## src/hw/rtl/wsfe_pkg.sv

```systemverilog
`timescale 1ns / 1ps
// ----------------------------------------------------------------------------
// WS2812 frame encoder package
// Shared field widths, item codes, register indexes and the control/status
// structures that pass between the controller and the datapath.
// ----------------------------------------------------------------------------
package wsfe_pkg;

    // Field widths of the item, result and configuration channels.
    localparam int KIND_W   = 2;
    localparam int INDEX_W  = 6;
    localparam int COLOR_W  = 8;
    localparam int WORD_W   = 3 * COLOR_W;
    localparam int DUTY_W   = 10;
    localparam int SLOTS_W  = 8;
    localparam int LEDS_W   = 7;
    localparam int BIT_W    = 5;
    localparam int CFG_IDX_W  = 2;
    localparam int CFG_DATA_W = 10;

    typedef logic [KIND_W-1:0]     kind_t;
    typedef logic [CFG_IDX_W-1:0]  cfg_idx_t;
    typedef logic [CFG_DATA_W-1:0] cfg_data_t;

    // Item kinds.
    localparam kind_t KIND_SET   = 2'd0;
    localparam kind_t KIND_START = 2'd1;
    localparam kind_t KIND_TICK  = 2'd2;
    localparam kind_t KIND_NONE  = 2'd3;

    // Configuration register indexes.
    localparam cfg_idx_t REG_DUTY_ONE    = 2'd0;
    localparam cfg_idx_t REG_DUTY_ZERO   = 2'd1;
    localparam cfg_idx_t REG_RESET_SLOTS = 2'd2;
    localparam cfg_idx_t REG_LEDS_IN_USE = 2'd3;

    // Register reset values.
    localparam logic [DUTY_W-1:0]  DUTY_ONE_RST    = 10'd60;
    localparam logic [DUTY_W-1:0]  DUTY_ZERO_RST   = 10'd30;
    localparam logic [SLOTS_W-1:0] RESET_SLOTS_RST = 8'd50;
    localparam logic [LEDS_W-1:0]  LEDS_IN_USE_RST = 7'd64;

    // Most significant bit of a GRB word, where each LED starts.
    localparam logic [BIT_W-1:0] BIT_TOP = 5'd23;

    // Commands from the controller to the datapath.
    typedef struct packed {
        logic clear_step;     // write black at the clear pointer and advance it
        logic store_write;    // write the item's colour to the frame store
        logic frame_start;    // rewind positions, read LED 0
        logic load_word;      // take the read word as the current LED
        logic bit_step;       // move to the next lower bit
        logic led_next;       // move to the next LED, take its prefetched word
        logic led_wrap;       // last LED done, rewind positions
        logic rst_step;       // count one reset slot
        logic rst_done;       // last reset slot done
        logic emit;           // load the result register
        logic emit_data;      // result duty comes from the current bit
        logic emit_in_frame;  // result belongs to a frame
        logic emit_last;      // result is the final period of the frame
    } wsfe_cmd_t;

    // Status from the datapath to the controller.
    typedef struct packed {
        logic clear_done;     // clear pointer sits on the last entry
        logic index_ok;       // set item index is inside the store
        logic leds_nonzero;   // at least one LED is sent
        logic slots_nonzero;  // at least one reset slot is sent
        logic bit_zero;       // current bit is the last of the LED
        logic led_last;       // current LED is the last of the frame
        logic rst_last;       // current reset slot is the last one
    } wsfe_status_t;

endpackage

```

## src/hw/rtl/wsfe_if.sv

```systemverilog
`timescale 1ns / 1ps
// ----------------------------------------------------------------------------
// WS2812 frame encoder channel interfaces
// Valid/ready channels for requests, results and configuration writes.
// ----------------------------------------------------------------------------

// Request channel: set colour, start frame or bit-period tick.
interface wsfe_item_if;
    logic                           valid;
    logic                           ready;
    logic [wsfe_pkg::KIND_W-1:0]    kind;
    logic [wsfe_pkg::INDEX_W-1:0]   led_index;
    logic [wsfe_pkg::COLOR_W-1:0]   red;
    logic [wsfe_pkg::COLOR_W-1:0]   green;
    logic [wsfe_pkg::COLOR_W-1:0]   blue;

    modport source (output valid, kind, led_index, red, green, blue, input ready);
    modport sink   (input valid, kind, led_index, red, green, blue, output ready);
endinterface

// Result channel: one duty value per tick.
interface wsfe_result_if;
    logic                          valid;
    logic                          ready;
    logic [wsfe_pkg::DUTY_W-1:0]   duty;
    logic                          in_frame;
    logic                          frame_last;

    modport source (output valid, duty, in_frame, frame_last, input ready);
    modport sink   (input valid, duty, in_frame, frame_last, output ready);
endinterface

// Configuration write channel.
interface wsfe_cfg_if;
    logic                            valid;
    logic                            ready;
    logic [wsfe_pkg::CFG_IDX_W-1:0]  index;
    logic [wsfe_pkg::CFG_DATA_W-1:0] data;

    modport source (output valid, index, data, input ready);
    modport sink   (input valid, index, data, output ready);
endinterface

```

## src/hw/rtl/wsfe_ram.sv

```systemverilog
`timescale 1ns / 1ps
// ----------------------------------------------------------------------------
// Generic RAM
// One write port and one read port with registered read data.
// ----------------------------------------------------------------------------
module wsfe_ram #(
    parameter int WIDTH = 24,
    parameter int DEPTH = 64,
    localparam int AW = (DEPTH > 1) ? $clog2(DEPTH) : 1
) (
    input  logic             clk,
    input  logic             wr_en,
    input  logic [AW-1:0]    wr_addr,
    input  logic [WIDTH-1:0] wr_data,
    input  logic [AW-1:0]    rd_addr,
    output logic [WIDTH-1:0] rd_data
);

    logic [WIDTH-1:0] mem [DEPTH];
    logic [WIDTH-1:0] rd_data_reg;

    // Write port and registered read port.
    always_ff @(posedge clk)
    begin
        if (wr_en)
        begin
            mem[wr_addr] <= wr_data;
        end
        rd_data_reg <= mem[rd_addr];
    end

    assign rd_data = rd_data_reg;

endmodule

```

## src/hw/rtl/wsfe_datapath.sv

```systemverilog
`timescale 1ns / 1ps
// ----------------------------------------------------------------------------
// WS2812 frame encoder datapath
// Configuration registers, frame store, LED/bit/slot counters, current word
// and the result register. Acts only on commands from the controller and on configuration writes.
// ----------------------------------------------------------------------------
module wsfe_datapath #(
    parameter int LED_COUNT_MAX = 64
) (
    input  logic                              clk,
    input  logic                              rst_n,
    input  logic                              cfg_write,
    input  logic [wsfe_pkg::CFG_IDX_W-1:0]    cfg_index,
    input  logic [wsfe_pkg::CFG_DATA_W-1:0]   cfg_data,
    input  logic [wsfe_pkg::INDEX_W-1:0]      led_index,
    input  logic [wsfe_pkg::COLOR_W-1:0]      red,
    input  logic [wsfe_pkg::COLOR_W-1:0]      green,
    input  logic [wsfe_pkg::COLOR_W-1:0]      blue,
    input  wsfe_pkg::wsfe_cmd_t               cmd,
    output wsfe_pkg::wsfe_status_t            status,
    output logic [wsfe_pkg::DUTY_W-1:0]       duty,
    output logic                              in_frame,
    output logic                              frame_last
);
    import wsfe_pkg::*;

    localparam int AW = (LED_COUNT_MAX > 1) ? $clog2(LED_COUNT_MAX) : 1;
    localparam int CW = ((AW > LEDS_W) ? AW : LEDS_W) + 1;

    // Configuration registers.
    logic [DUTY_W-1:0]  duty_one_reg;
    logic [DUTY_W-1:0]  duty_zero_reg;
    logic [SLOTS_W-1:0] reset_slots_reg;
    logic [LEDS_W-1:0]  leds_in_use_reg;

    // Sequencing state.
    logic [AW-1:0]      clear_cnt_reg, clear_cnt_next;
    logic [AW-1:0]      led_pos_reg, led_pos_next;
    logic [BIT_W-1:0]   bit_pos_reg, bit_pos_next;
    logic [SLOTS_W-1:0] rst_cnt_reg, rst_cnt_next;
    logic [WORD_W-1:0]  word_reg, word_next;

    // Result payload.
    logic [DUTY_W-1:0]  duty_reg;
    logic               in_frame_reg;
    logic               last_reg;
    logic [DUTY_W-1:0]  bit_duty;

    // Frame store access.
    logic               ram_wr_en;
    logic [AW-1:0]      ram_wr_addr;
    logic [WORD_W-1:0]  ram_wr_data;
    logic [AW-1:0]      ram_rd_addr;
    logic [WORD_W-1:0]  ram_rd_data;
    logic [CW-1:0]      active_leds;

    // Configuration writes; the index covers exactly the four registers.
    always_ff @(posedge clk or negedge rst_n)
    begin
        if (!rst_n)
        begin
            duty_one_reg    <= DUTY_ONE_RST;
            duty_zero_reg   <= DUTY_ZERO_RST;
            reset_slots_reg <= RESET_SLOTS_RST;
            leds_in_use_reg <= LEDS_IN_USE_RST;
        end
        else if (cfg_write)
        begin
            case (cfg_index)
                REG_DUTY_ONE:    duty_one_reg    <= cfg_data[DUTY_W-1:0];
                REG_DUTY_ZERO:   duty_zero_reg   <= cfg_data[DUTY_W-1:0];
                REG_RESET_SLOTS: reset_slots_reg <= cfg_data[SLOTS_W-1:0];
                REG_LEDS_IN_USE: leds_in_use_reg <= cfg_data[LEDS_W-1:0];
                default:         duty_one_reg    <= duty_one_reg;
            endcase
        end
    end

    // Number of LEDs sent, limited to the store depth.
    always_comb
    begin
        if (CW'(leds_in_use_reg) > CW'(LED_COUNT_MAX))
        begin
            active_leds = CW'(LED_COUNT_MAX);
        end
        else
        begin
            active_leds = CW'(leds_in_use_reg);
        end
    end

    // Counter and word updates.
    always_comb
    begin
        clear_cnt_next = clear_cnt_reg;
        led_pos_next   = led_pos_reg;
        bit_pos_next   = bit_pos_reg;
        rst_cnt_next   = rst_cnt_reg;
        word_next      = word_reg;

        if (cmd.clear_step)
        begin
            clear_cnt_next = clear_cnt_reg + AW'(1);
        end

        if (cmd.frame_start || cmd.led_wrap)
        begin
            led_pos_next = '0;
        end
        else if (cmd.led_next)
        begin
            led_pos_next = led_pos_reg + AW'(1);
        end

        if (cmd.frame_start || cmd.led_next || cmd.led_wrap)
        begin
            bit_pos_next = BIT_TOP;
        end
        else if (cmd.bit_step)
        begin
            bit_pos_next = bit_pos_reg - BIT_W'(1);
        end

        if (cmd.frame_start || cmd.led_wrap || cmd.rst_done)
        begin
            rst_cnt_next = '0;
        end
        else if (cmd.rst_step)
        begin
            rst_cnt_next = rst_cnt_reg + SLOTS_W'(1);
        end

        if (cmd.load_word || cmd.led_next)
        begin
            word_next = ram_rd_data;
        end
    end

    // Control state registers.
    always_ff @(posedge clk or negedge rst_n)
    begin
        if (!rst_n)
        begin
            clear_cnt_reg <= '0;
            led_pos_reg   <= '0;
            bit_pos_reg   <= BIT_TOP;
            rst_cnt_reg   <= '0;
        end
        else
        begin
            clear_cnt_reg <= clear_cnt_next;
            led_pos_reg   <= led_pos_next;
            bit_pos_reg   <= bit_pos_next;
            rst_cnt_reg   <= rst_cnt_next;
        end
    end

    // Current LED word and result payload.
    assign bit_duty = word_reg[bit_pos_reg] ? duty_one_reg : duty_zero_reg;

    always_ff @(posedge clk)
    begin
        word_reg <= word_next;
        if (cmd.emit)
        begin
            duty_reg     <= cmd.emit_data ? bit_duty : '0;
            in_frame_reg <= cmd.emit_in_frame;
            last_reg     <= cmd.emit_last;
        end
    end

    // Frame store: the clearing pass writes black, set requests write GRB.
    // While a frame runs, the read port always fetches the next LED, so its
    // word is ready when the current LED's last bit goes out.
    assign ram_wr_en   = cmd.clear_step | cmd.store_write;
    assign ram_wr_addr = cmd.clear_step ? clear_cnt_reg : AW'(led_index);
    assign ram_wr_data = cmd.clear_step ? '0 : {green, red, blue};
    assign ram_rd_addr = cmd.frame_start ? '0 : (led_pos_reg + AW'(1));

    wsfe_ram #(
        .WIDTH (WORD_W),
        .DEPTH (LED_COUNT_MAX)
    ) u_store (
        .clk     (clk),
        .wr_en   (ram_wr_en),
        .wr_addr (ram_wr_addr),
        .wr_data (ram_wr_data),
        .rd_addr (ram_rd_addr),
        .rd_data (ram_rd_data)
    );

    // Status toward the controller.
    assign status.clear_done    = (clear_cnt_reg == AW'(LED_COUNT_MAX - 1));
    assign status.index_ok      = (32'(led_index) < LED_COUNT_MAX);
    assign status.leds_nonzero  = (leds_in_use_reg != '0);
    assign status.slots_nonzero = (reset_slots_reg != '0);
    assign status.bit_zero      = (bit_pos_reg == '0) || (bit_pos_reg > BIT_TOP);
    assign status.led_last      = ((CW'(led_pos_reg) + CW'(1)) >= active_leds);
    assign status.rst_last      = (({1'b0, rst_cnt_reg} + (SLOTS_W + 1)'(1))
                                   >= {1'b0, reset_slots_reg});

    assign duty       = duty_reg;
    assign in_frame   = in_frame_reg;
    assign frame_last = last_reg;

endmodule

```

## src/hw/rtl/wsfe_ctrl.sv

```systemverilog
`timescale 1ns / 1ps
// ----------------------------------------------------------------------------
// WS2812 frame encoder controller
// Sequences store clearing, frame start, data bits and reset slots, and owns
// the request and result handshakes.
// ----------------------------------------------------------------------------
module wsfe_ctrl (
    input  logic                         clk,
    input  logic                         rst_n,
    input  logic                         in_valid,
    input  logic [wsfe_pkg::KIND_W-1:0]  in_kind,
    output logic                         in_ready,
    output logic                         out_valid,
    input  logic                         out_ready,
    input  wsfe_pkg::wsfe_status_t       status,
    output wsfe_pkg::wsfe_cmd_t          cmd
);
    import wsfe_pkg::*;

    localparam logic [2:0] ST_CLEAR = 3'd0;
    localparam logic [2:0] ST_IDLE  = 3'd1;
    localparam logic [2:0] ST_LOAD  = 3'd2;
    localparam logic [2:0] ST_DATA  = 3'd3;
    localparam logic [2:0] ST_RESET = 3'd4;

    logic [2:0] state_reg, state_next;
    logic       out_valid_reg, out_valid_next;
    logic       slot_free;
    logic       accept;
    logic       tick;

    // Requests are taken in the working states while the result slot is free
    // or being emptied in this cycle.
    assign slot_free = !out_valid_reg || out_ready;
    assign in_ready  = ((state_reg == ST_IDLE) || (state_reg == ST_DATA)
                        || (state_reg == ST_RESET)) && slot_free;
    assign accept    = in_valid && in_ready;
    assign tick      = accept && (in_kind == KIND_TICK);

    // Next state and commands.
    always_comb
    begin
        state_next = state_reg;
        cmd        = '0;
        case (state_reg)
            ST_CLEAR:
            begin
                cmd.clear_step = 1'b1;
                if (status.clear_done)
                begin
                    state_next = ST_IDLE;
                end
            end
            ST_IDLE:
            begin
                if (accept && (in_kind == KIND_SET))
                begin
                    cmd.store_write = status.index_ok;
                end
                else if (accept && (in_kind == KIND_START))
                begin
                    cmd.frame_start = 1'b1;
                    if (status.leds_nonzero)
                    begin
                        state_next = ST_LOAD;
                    end
                    else if (status.slots_nonzero)
                    begin
                        state_next = ST_RESET;
                    end
                end
                else if (tick)
                begin
                    cmd.emit = 1'b1;
                end
            end
            ST_LOAD:
            begin
                cmd.load_word = 1'b1;
                state_next    = ST_DATA;
            end
            ST_DATA:
            begin
                if (tick)
                begin
                    cmd.emit          = 1'b1;
                    cmd.emit_data     = 1'b1;
                    cmd.emit_in_frame = 1'b1;
                    if (!status.bit_zero)
                    begin
                        cmd.bit_step = 1'b1;
                    end
                    else if (!status.led_last)
                    begin
                        cmd.led_next = 1'b1;
                    end
                    else
                    begin
                        cmd.led_wrap = 1'b1;
                        if (status.slots_nonzero)
                        begin
                            state_next = ST_RESET;
                        end
                        else
                        begin
                            cmd.emit_last = 1'b1;
                            state_next    = ST_IDLE;
                        end
                    end
                end
            end
            ST_RESET:
            begin
                if (tick)
                begin
                    cmd.emit          = 1'b1;
                    cmd.emit_in_frame = 1'b1;
                    if (status.rst_last)
                    begin
                        cmd.rst_done  = 1'b1;
                        cmd.emit_last = 1'b1;
                        state_next    = ST_IDLE;
                    end
                    else
                    begin
                        cmd.rst_step = 1'b1;
                    end
                end
            end
            default:
            begin
                state_next = ST_CLEAR;
            end
        endcase
    end

    // Result slot occupancy.
    always_comb
    begin
        if (cmd.emit)
        begin
            out_valid_next = 1'b1;
        end
        else if (out_ready)
        begin
            out_valid_next = 1'b0;
        end
        else
        begin
            out_valid_next = out_valid_reg;
        end
    end

    always_ff @(posedge clk or negedge rst_n)
    begin
        if (!rst_n)
        begin
            state_reg     <= ST_CLEAR;
            out_valid_reg <= 1'b0;
        end
        else
        begin
            state_reg     <= state_next;
            out_valid_reg <= out_valid_next;
        end
    end

    assign out_valid = out_valid_reg;

    // A result is never loaded over one that is still waiting.
    assert property (@(posedge clk) disable iff (!rst_n)
        cmd.emit |-> slot_free)
        else $error("result register overwritten while occupied");

    // Every accepted tick shows up as a result in the next cycle.
    assert property (@(posedge clk) disable iff (!rst_n)
        tick |=> out_valid_reg)
        else $error("accepted tick produced no result");

    // The word fetch after a start leads to the data phase in the next cycle.
    assert property (@(posedge clk) disable iff (!rst_n)
        (state_reg == ST_LOAD) |=> (state_reg == ST_DATA))
        else $error("word load did not lead to the data phase");

    // The frame store is only written by a set request while no frame runs.
    assert property (@(posedge clk) disable iff (!rst_n)
        cmd.store_write |-> ((state_reg == ST_IDLE) && accept && (in_kind == KIND_SET)))
        else $error("frame store written outside an idle set request");

    // The last period of a frame is always marked as part of the frame.
    assert property (@(posedge clk) disable iff (!rst_n)
        (cmd.emit && cmd.emit_last) |-> (cmd.emit_in_frame && (state_next == ST_IDLE)))
        else $error("frame end flagged outside a frame");

endmodule

```

## src/hw/rtl/ws2812_frame_encoder.sv

```systemverilog
`timescale 1ns / 1ps
// ----------------------------------------------------------------------------
// WS2812 frame encoder
// Frame store of GRB colors that turns bit-period ticks into PWM duty values.
// ----------------------------------------------------------------------------
// Usage:
//   items   - request channel. A set request writes one LED color (indexes at
//             or above LED_COUNT_MAX are dropped), a start request begins a
//             frame, a tick asks for the duty value of one bit period. Set and
//             start requests are dropped while a frame is being sent.
//   results - one result per tick: duty, in_frame and frame_last. Other
//             requests give no result.
//   cfg     - register writes (duty_one, duty_zero, reset_slots, leds_in_use),
//             always ready; write only while no frame is in progress.
// Timing: a request is taken each cycle while items.ready is high; a tick's
//   result appears in the result register in the cycle after it is accepted.
//   A start request that begins a frame with at least one LED is followed by
//   one cycle with ready low while LED 0 is read from the store.
//   The store's single read port prefetches the next LED during each LED.
// Reset: registers return to their defaults, then the store is cleared to
//   black, one entry per cycle until every entry is written, with ready low.
// Stall: while a result waits and results.ready is low, items.ready is low.
// ----------------------------------------------------------------------------
module ws2812_frame_encoder #(
    parameter int LED_COUNT_MAX = 64
) (
    input  logic           clk,
    input  logic           rst_n,
    wsfe_item_if.sink      items,
    wsfe_result_if.source  results,
    wsfe_cfg_if.sink       cfg
);
    import wsfe_pkg::*;

    wsfe_cmd_t    cmd;
    wsfe_status_t status;

    // Configuration writes are taken in any cycle.
    assign cfg.ready = 1'b1;

    // Controller: handshakes and sequencing.
    wsfe_ctrl u_ctrl (
        .clk       (clk),
        .rst_n     (rst_n),
        .in_valid  (items.valid),
        .in_kind   (items.kind),
        .in_ready  (items.ready),
        .out_valid (results.valid),
        .out_ready (results.ready),
        .status    (status),
        .cmd       (cmd)
    );

    // Datapath: registers, frame store, counters and result payload.
    wsfe_datapath #(
        .LED_COUNT_MAX (LED_COUNT_MAX)
    ) u_datapath (
        .clk        (clk),
        .rst_n      (rst_n),
        .cfg_write  (cfg.valid),
        .cfg_index  (cfg.index),
        .cfg_data   (cfg.data),
        .led_index  (items.led_index),
        .red        (items.red),
        .green      (items.green),
        .blue       (items.blue),
        .cmd        (cmd),
        .status     (status),
        .duty       (results.duty),
        .in_frame   (results.in_frame),
        .frame_last (results.frame_last)
    );

endmodule

```

## src/flat_wrapper.sv

```systemverilog
// flat-port wrapper written by rule: the top's interface ports become plain ports
module ws2812_frame_encoder_flat import wsfe_pkg::*;
#(
    parameter int LED_COUNT_MAX = 64
)
  (clk, rst_n, items_valid, items_kind, items_led_index, items_red, items_green, items_blue, items_ready, results_valid, results_duty, results_in_frame, results_frame_last, results_ready, cfg_valid, cfg_index, cfg_data, cfg_ready);
  wsfe_item_if items_i ();
  wsfe_result_if results_i ();
  wsfe_cfg_if cfg_i ();
  input  logic clk;
  input  logic rst_n;
  input wire logic [$bits(items_i.valid)-1:0] items_valid;
  input wire logic [$bits(items_i.kind)-1:0] items_kind;
  input wire logic [$bits(items_i.led_index)-1:0] items_led_index;
  input wire logic [$bits(items_i.red)-1:0] items_red;
  input wire logic [$bits(items_i.green)-1:0] items_green;
  input wire logic [$bits(items_i.blue)-1:0] items_blue;
  output wire logic [$bits(items_i.ready)-1:0] items_ready;
  output wire logic [$bits(results_i.valid)-1:0] results_valid;
  output wire logic [$bits(results_i.duty)-1:0] results_duty;
  output wire logic [$bits(results_i.in_frame)-1:0] results_in_frame;
  output wire logic [$bits(results_i.frame_last)-1:0] results_frame_last;
  input wire logic [$bits(results_i.ready)-1:0] results_ready;
  input wire logic [$bits(cfg_i.valid)-1:0] cfg_valid;
  input wire logic [$bits(cfg_i.index)-1:0] cfg_index;
  input wire logic [$bits(cfg_i.data)-1:0] cfg_data;
  output wire logic [$bits(cfg_i.ready)-1:0] cfg_ready;
  assign items_i.valid = items_valid;
  assign items_i.kind = items_kind;
  assign items_i.led_index = items_led_index;
  assign items_i.red = items_red;
  assign items_i.green = items_green;
  assign items_i.blue = items_blue;
  assign items_ready = items_i.ready;
  assign results_valid = results_i.valid;
  assign results_duty = results_i.duty;
  assign results_in_frame = results_i.in_frame;
  assign results_frame_last = results_i.frame_last;
  assign results_i.ready = results_ready;
  assign cfg_i.valid = cfg_valid;
  assign cfg_i.index = cfg_index;
  assign cfg_i.data = cfg_data;
  assign cfg_ready = cfg_i.ready;
  ws2812_frame_encoder #(.LED_COUNT_MAX(LED_COUNT_MAX)) u_core (.clk(clk), .rst_n(rst_n), .items(items_i), .results(results_i), .cfg(cfg_i));
endmodule
```

## config.mk

```make
export PLATFORM = sky130hd
export DESIGN_NAME = ws2812_frame_encoder_flat
export DESIGN_NICKNAME = d
export VERILOG_FILES = /design/src/hw/rtl/wsfe_pkg.sv /design/src/hw/rtl/wsfe_if.sv /design/src/hw/rtl/wsfe_ram.sv /design/src/hw/rtl/wsfe_datapath.sv /design/src/hw/rtl/wsfe_ctrl.sv /design/src/hw/rtl/ws2812_frame_encoder.sv /design/src/flat_wrapper.sv
export SDC_FILE = /design/constraint.sdc
export NUM_CORES = 2
export LEC_CHECK = 0
export BUFFER_PORTS_ARGS = -buffer_cell sky130_fd_sc_hd__buf_4
export CAP_MARGIN = 15
export CORE_UTILIZATION = 34
export CTS_CLUSTER_SIZE = 40
export DETAILED_ROUTE_END_ITERATION = 10
export HOLD_SLACK_MARGIN = 0.12
export PLACE_DENSITY = 0.55
export SLEW_MARGIN = 0
export SYNTH_ARGS = -nofsm -noshare
export SYNTH_HDL_FRONTEND = slang
export SYNTH_SLANG_ARGS = --single-unit
```

## constraint.sdc

```tcl
create_clock -name clk -period 6.91 [get_ports clk]
set_input_delay 0.691 -clock clk [delete_from_list [all_inputs] [get_ports clk]]
set_output_delay 0.691 -clock clk [all_outputs]
set_load 0.03 [all_outputs]
```

# Yosys cells after proc, flatten, opt, wreduce, memory -nomap -nowiden
# Memories as Yosys holds them, arrays and structs flattened. A register that Yosys moved wholly into a read port is not among the register bits.
# Index checks and enable logic that the tools add are counted.
[word_totals]
ramBits = 1536
wordCells = 132
regBits = 100
out_inout_bits = 15
in_bits = 49
n_memories = 1
[mem_list]
columns = ["name", "depth", "width", "read_ports", "rd_clocked_by_memory_dff", "write_ports", "line", "source"]
rows = [
  ["u_core.u_datapath.u_store.mem", 64, 24, 1, 1, 1, "wsfe_ram.sv:19", "logic [WIDTH-1:0] mem [DEPTH];"],
]
[op_classes]
n_reduce_logical = 30
bitwise = 1
n_addsub = 6
n_lt_le_gt_ge = 5
eq_ne = 19
n_mux = 56
[ops]
columns = ["operator", "n"]
rows = [
  ["two-way mux 3 bit", 14],
  ["two-way mux 24 bit", 1],
  ["two-way mux 6 bit", 4],
  ["two-way mux 1 bit", 22],
  ["two-way mux 8 bit", 2],
  ["case mux 3 bit (5 select lines)", 1],
  ["adder 6 x 1 -> 6 bit, second input constant", 2],
  ["two-way mux 10 bit", 1],
  ["two-way mux 5 bit", 2],
  ["inequality test 2 bit, second input constant", 5],
  ["adder 8 x 1 -> 9 bit, second input constant", 1],
  ["greater-or-equal comparator 9 x 8 -> 1 bit", 1],
  ["logical OR 1 bit", 9],
  ["AND reduction 9 bit", 1],
  ["adder 8 x 1 -> 8 bit, second input constant", 1],
  ["greater-or-equal comparator 7 x 8 -> 1 bit", 1],
  ["two-way mux 2 bit", 4],
  ["AND reduction 2 bit", 4],
  ["nonzero test 2 bit", 4],
  ["nonzero test 8 bit", 1],
  ["adder 6 x 1 -> 7 bit, second input constant", 1],
  ["greater-than comparator 7 bit, second input constant", 1],
  ["two-way mux 7 bit", 1],
  ["nonzero test 7 bit", 1],
  ["21 further kinds", 32],
]

# Logic depth before layout (Yosys ltp)
[logic_depth]
ltp_word = 12
ltp_mapped = 16
ltp_nobuf = 12

# Modules after synthesis
# Synthesis repeated with hierarchy kept, for this count alone.
[unflattened]
cells_unflattened = 3066
area_unflattened_um2 = 64599.5
[modules_own_cells]
columns = ["mod", "cells_per_inst", "seq_area_each_um2", "area_per_inst_um2", "n_inst"]
rows = [
  ["wsfe_ram", 2610, 46604.7, 59295.6, 1],
  ["wsfe_datapath", 396, 2602.5, 4833.4, 1],
  ["wsfe_ctrl", 58, 100.1, 459.2, 1],
  ["ws2812_frame_encoder", 2, 0.0, 11.3, 1],
]

# Worst setup path after synthesis
# No wires, ideal clock.
[synth_timing]
kind = "register to register"
startpoint = "reg u_core.u_datapath.led_pos_reg[1]"
endpoint = "reg u_core.u_datapath.word_reg[0], enable pin"
arrival_time_ns = 3.911
required_ns = 6.472
setup_ns = 0.438
path_slack_ns = 2.561
stages_incl_launch_ff = 15
path_buffers = 5
period_less_slack_ns = 4.349
cell_sequence = "dfrtp_1 -> ha_1 -> xnor2_2 -> inv_2 -> buf_2 -> buf_2 -> buf_2 -> clkbuf_1 -> buf_2 -> ha_1 -> o2111ai_1 -> o21ai_0 -> a21oi_1 -> nand2_1 -> o21ai_0"
[synth_via]
elab_chain_cells = 7
[synth_rtl]
columns = ["element", "line", "source"]
rows = [
  ["from (decl)", "wsfe_datapath.sv:38", "logic [AW-1:0] led_pos_reg, led_pos_next;"],
  ["from (signal assigned)", "wsfe_datapath.sv:152", "led_pos_reg <= led_pos_next;"],
  ["adder 6 x 1 -> 7 bit", "wsfe_datapath.sv:198", "assign status.led_last = ((CW'(led_pos_reg) + CW'(1)) >= active_leds);"],
  ["greater-or-equal comparator 7 x 8 -> 1 bit", "wsfe_datapath.sv:198", ""],
  ["two-way mux 1 bit", "wsfe_ctrl.sv:93", "else if (!status.led_last)"],
  ["two-way mux 2 bit", "wsfe_ctrl.sv:89", "if (!status.bit_zero)"],
  ["two-way mux 3 bit", "wsfe_ctrl.sv:84", "if (tick)"],
  ["two-way mux 3 bit", "wsfe_ctrl.sv:45", "case (state_reg)"],
  ["logical OR 1 bit", "wsfe_datapath.sv:133", "if (cmd.load_word || cmd.led_next)"],
  ["to (signal assigned)", "wsfe_datapath.sv:163", "word_reg <= word_next;"],
  ["to (decl)", "wsfe_datapath.sv:41", "logic [WORD_W-1:0] word_reg, word_next;"],
]
# No other way between the ends.
# A chain may end at the register's enable or synchronous reset.

# Final worst setup path
[layout_timing]
startpoint = "reg u_core.u_datapath.led_pos_reg[0]"
endpoint = "reg u_core.u_datapath.rst_cnt_reg[5]"
[layout_via]
elab_chain_cells = 9
elab_cells_between_ends = 10
classes_between = "1 x add/sub; 1 x order compare; 5 x mux; 3 x reduce/logical"
[layout_rtl]
columns = ["element", "line", "source"]
rows = [
  ["adder 6 x 1 -> 7 bit (*)", "wsfe_datapath.sv:198", ""],
  ["greater-or-equal comparator 7 x 8 -> 1 bit (*)", "wsfe_datapath.sv:198", ""],
  ["two-way mux 1 bit (*)", "wsfe_ctrl.sv:93", ""],
  ["two-way mux 2 bit (*)", "wsfe_ctrl.sv:89", ""],
  ["two-way mux 3 bit (*)", "wsfe_ctrl.sv:84", ""],
  ["two-way mux 3 bit (*)", "wsfe_ctrl.sv:45", ""],
  ["logical OR 1 bit (*) (2 in series)", "wsfe_datapath.sv:124", "if (cmd.frame_start || cmd.led_wrap || cmd.rst_done)"],
  ["two-way mux 8 bit or nonzero test 2 bit (tied branches)", "--", ""],
  ["to (signal assigned)", "wsfe_datapath.sv:154", "rst_cnt_reg <= rst_cnt_next;"],
  ["to (decl)", "wsfe_datapath.sv:40", "logic [SLOTS_W-1:0] rst_cnt_reg, rst_cnt_next;"],
]
# Every way passes the cells marked *; elsewhere a longest branch is shown, timed or not.

==> impl_metrics.tcl <==
set metrics [dict create \
    grt_max_degree 115 \
    gr-total-overflow 0 \
    synthMostInstantiatedCell "edfxtp_1" \
    cp-start-kind "flop" \
    fin_skew_ps 43.0 \
    drc_errors 0 \
    firstDrtPassIters 6 \
    synth-compound-area-share 0.0702 \
    p_leak_nw 24.3 \
    synth_top_area_cell "edfxtp_1" \
    p_per_area_nw_per_um2 411 \
    yosys-mux-area-fraction 0.0947 \
    slowest_stage "nor3_1" \
    synth_top_family_by_area "multiplexers" \
    first_global_vias 35905 \
    wire_per_inst_um 29.4 \
    num-nets-final 4218 \
    rows 160 \
    crit_family "simple AND/OR/NAND/NOR gates" \
    start_util 0.344 \
    syn-cell-area_um2 65700 \
    synth_area_per_cell_um2 16.4 \
    synth-main-ff-cell "edfxtp_1" \
    path_clk_slew_ps 60 \
    final_min_period_over_clock_period 0.697 \
    seq_area_frac_synth 0.750 \
    htree_levels 4 \
    antenna_found_initial 8 \
    slew_headroom 0.128 \
    fmax_mhz 208 \
    min_path_type "flop to flop" \
    yosys-top-cells-count "1572 x edfxtp_1, 422 x nand2_1, 210 x mux2i_1, 167 x a21oi_1, 144 x nor2_1" \
    total_power_mw 31.0 \
    synth-adder-area-share 0.00381 \
    worst-path-stages 11 \
    drt_iter0_markers 5404 \
    clockBufferDepth 3 \
    cts_root_buf "clkbuf_16" \
    fp.dieH_um 442 \
    critical_path_arrival_ps 5530 \
    largest_reg_flops 1536 \
    synth_seq_cells 1660 \
    synth_top_area_share 0.718 \
    status "finished, final reports clean" \
    netlist_instances 4004 \
    holdPathStages 0 \
    finalWirelength_um 200000 \
    syn_nets 4073 \
    worstPathCellList "nand3_1 -> xor2_2 -> clkinv_1 -> buf_4 -> ha_1 -> o2111ai_1 -> o21ai_0 -> a21oi_1 -> nor3_1 -> o22ai_1 -> a21o_1" \
    hpwl_um 115000 \
    ant_nets 0 \
    synth-edff-count 1572 \
    maxCapViolCount 0 \
    clock-sinks 1660 \
    clkLatencyLatePin_ps 840 \
    cpPeakStageDelay_ps 790 \
    required_ps 7620 \
    async_flop_share 0.0386 \
    critPathKind "flop to flop" \
    fin_setup_tns_ps 0 \
    dieArea_um2 195000 \
    endpoint_kind "flop" \
    core_area_um2 191000 \
    dr_total_vias 38313 \
    synth_xor_area_frac 0.00223 \
    drive_gt1_frac 0.190 \
    hold_viol 0 \
    grt_pass1_wl_um 281000 \
    rsz0062_at_grt "false" \
    synth_area_leaders "edfxtp_1 72%, mux4_2 4.3%, mux2i_1 3.2%" \
    cts_tree "built" \
    fin_crit_ps 4820 \
    drv_slew 0 \
    path_buf_inv 2 \
    reg2reg_depth 11 \
    worstPathMaxFanout 37 \
    setup_viol 0 \
    cts_buffers 170 \
    fillCellCount 17378 \
    portBuffers 62 \
    synth-simple-area-share 0.0616 \
    worst_pin_slew_ps 1300 \
    gp_congestion 0.905 \
    grt_use_total 0.201 \
    cts_resized 0 \
    die_x_um 442 \
    syn2layout_area_growth_pct 14.7 \
    peakVddDrop_mv 0.327 \
    synth_cell_types 75 \
    via_per_inst 5.63 \
    pin_count 64 \
    ys_warn_count 0 \
]
==> layout by cell type, fill, tap and decap left out, types with 21 or more instances in the layout <==
| cell type | netlist | layout |
|---|---|---|
| and2_2 | 0 | 24 |
| nand4_1 | 32 | 32 |
| a211oi_1 | 34 | 33 |
| nor2_2 | 0 | 56 |
| a31oi_1 | 102 | 100 |
| clkbuf_1 | 115 | 37 |
| a21oi_1 | 167 | 167 |
| mux2_2 | 116 | 116 |
| dfrtp_1 | 48 | 47 |
| a311oi_1 | 22 | 22 |
| o21ai_0 | 118 | 116 |
| nand2_1 | 422 | 421 |
| clkinv_2 | 0 | 31 |
| clkinv_1 | 1 | 47 |
| nand3_1 | 138 | 137 |
| dfxtp_1 | 24 | 24 |
| buf_4 | 7 | 191 |
| nor3_1 | 25 | 24 |
| o22ai_1 | 29 | 29 |
| clkbuf_16 | 0 | 172 |
| o221ai_1 | 60 | 60 |
| and2_1 | 45 | 21 |
| mux2i_1 | 210 | 210 |
| o211ai_1 | 35 | 35 |
| nor2_1 | 144 | 78 |
| mux4_2 | 125 | 125 |
| edfxtp_1 | 1572 | 1572 |
| a22oi_1 | 26 | 26 |
==> layer usage <==
metal | GRT usage | routed length (um)
met1 | 0.288 | 85100
met2 | 0.301 | 89300
met3 | 0.0384 | 17600
met4 | 0.0767 | 8220
met5 | 0 | 0
==> worst register-to-register path: stages, from the launching register on <==
cell       delay, ps
dfrtp_4          770
nand3_1          240
xor2_2           680
clkinv_1         640
buf_4            380
ha_1             290
o2111ai_1        110
o21ai_0          250
a21oi_1          150
nor3_1           790
o22ai_1          210
a21o_1           210
==> through the flow <==
step | setup WS (ps) | std cells | util | hold WS [ps] | area [um^2]
4_1_cts | 2170 | 6802 | 0.395 | 385 | 75400
3_3_place_gp | 2270 | 6477 | 0.366 | 389 | 69900
6_report | 2090 | 6803 | 0.395 | 388 | 75400
2_1_floorplan | 2560 | 4004 | - | 386 | 65700
5_1_grt | 1860 | 6802 | 0.395 | 398 | 75400
3_5_place_dp | 2190 | 6477 | 0.366 | 389 | 69900
==> worst paths after layout <==
path,start,to,slack [ps]
min reg2reg,u_core.u_datapath.u_store.rd_data[6],u_core.u_datapath.word_reg[6],390
min in group asynchronous,rst_n,u_core.u_datapath.rst_cnt_reg[4],500
min,u_core.u_datapath.u_store.rd_data[6],u_core.u_datapath.word_reg[6],390
max reg2reg,u_core.u_datapath.led_pos_reg[0],u_core.u_datapath.rst_cnt_reg[5],2090
max,u_core.u_datapath.led_pos_reg[0],u_core.u_datapath.rst_cnt_reg[5],2090
max in group asynchronous,rst_n,u_core.u_datapath.led_pos_reg[0],5770
==> area by class of cell <==
type                    instances  area (um^2)  area share
clock inverters               103          858      0.0114
multi-input cells            2081        15700       0.208
well taps                    2511         3140      0.0417
flip-flops and latches       1660        49300       0.654
repair buffers                216         1820      0.0242
diodes                          1         2.50   0.0000332
clock buffers                 211         4470      0.0593
inverters                      20         82.6     0.00110
==> logic make-up (layout without fill, tap and decap cells) <==
kind of cell | Yosys count | count (layout)
adder cells (fa/ha/maj) | 20 | 20
multiplexers | 451 | 451
flip-flops | 1660 | 1660
AND/OR/NAND/NOR | 896 | 896
other | 1 | 2
AO/OA/AOI/OAI | 698 | 698
XOR/XNOR | 15 | 15
buffers and inverters | 263 | 550
==> power by group <==
part	internal (mW)	switching, mW
Sequential	12.2	0.277
Combinational	2.85	6.74
Clock	4.98	3.89
==> timing repair <==
item / CTS / global route
hold buffers: 11 / 0
hold endpoints to repair: 80 / 0
setup endpoints to repair: 0 / 0
setup buffers: 0 / 0
Power figures use the tool's default switching activity.
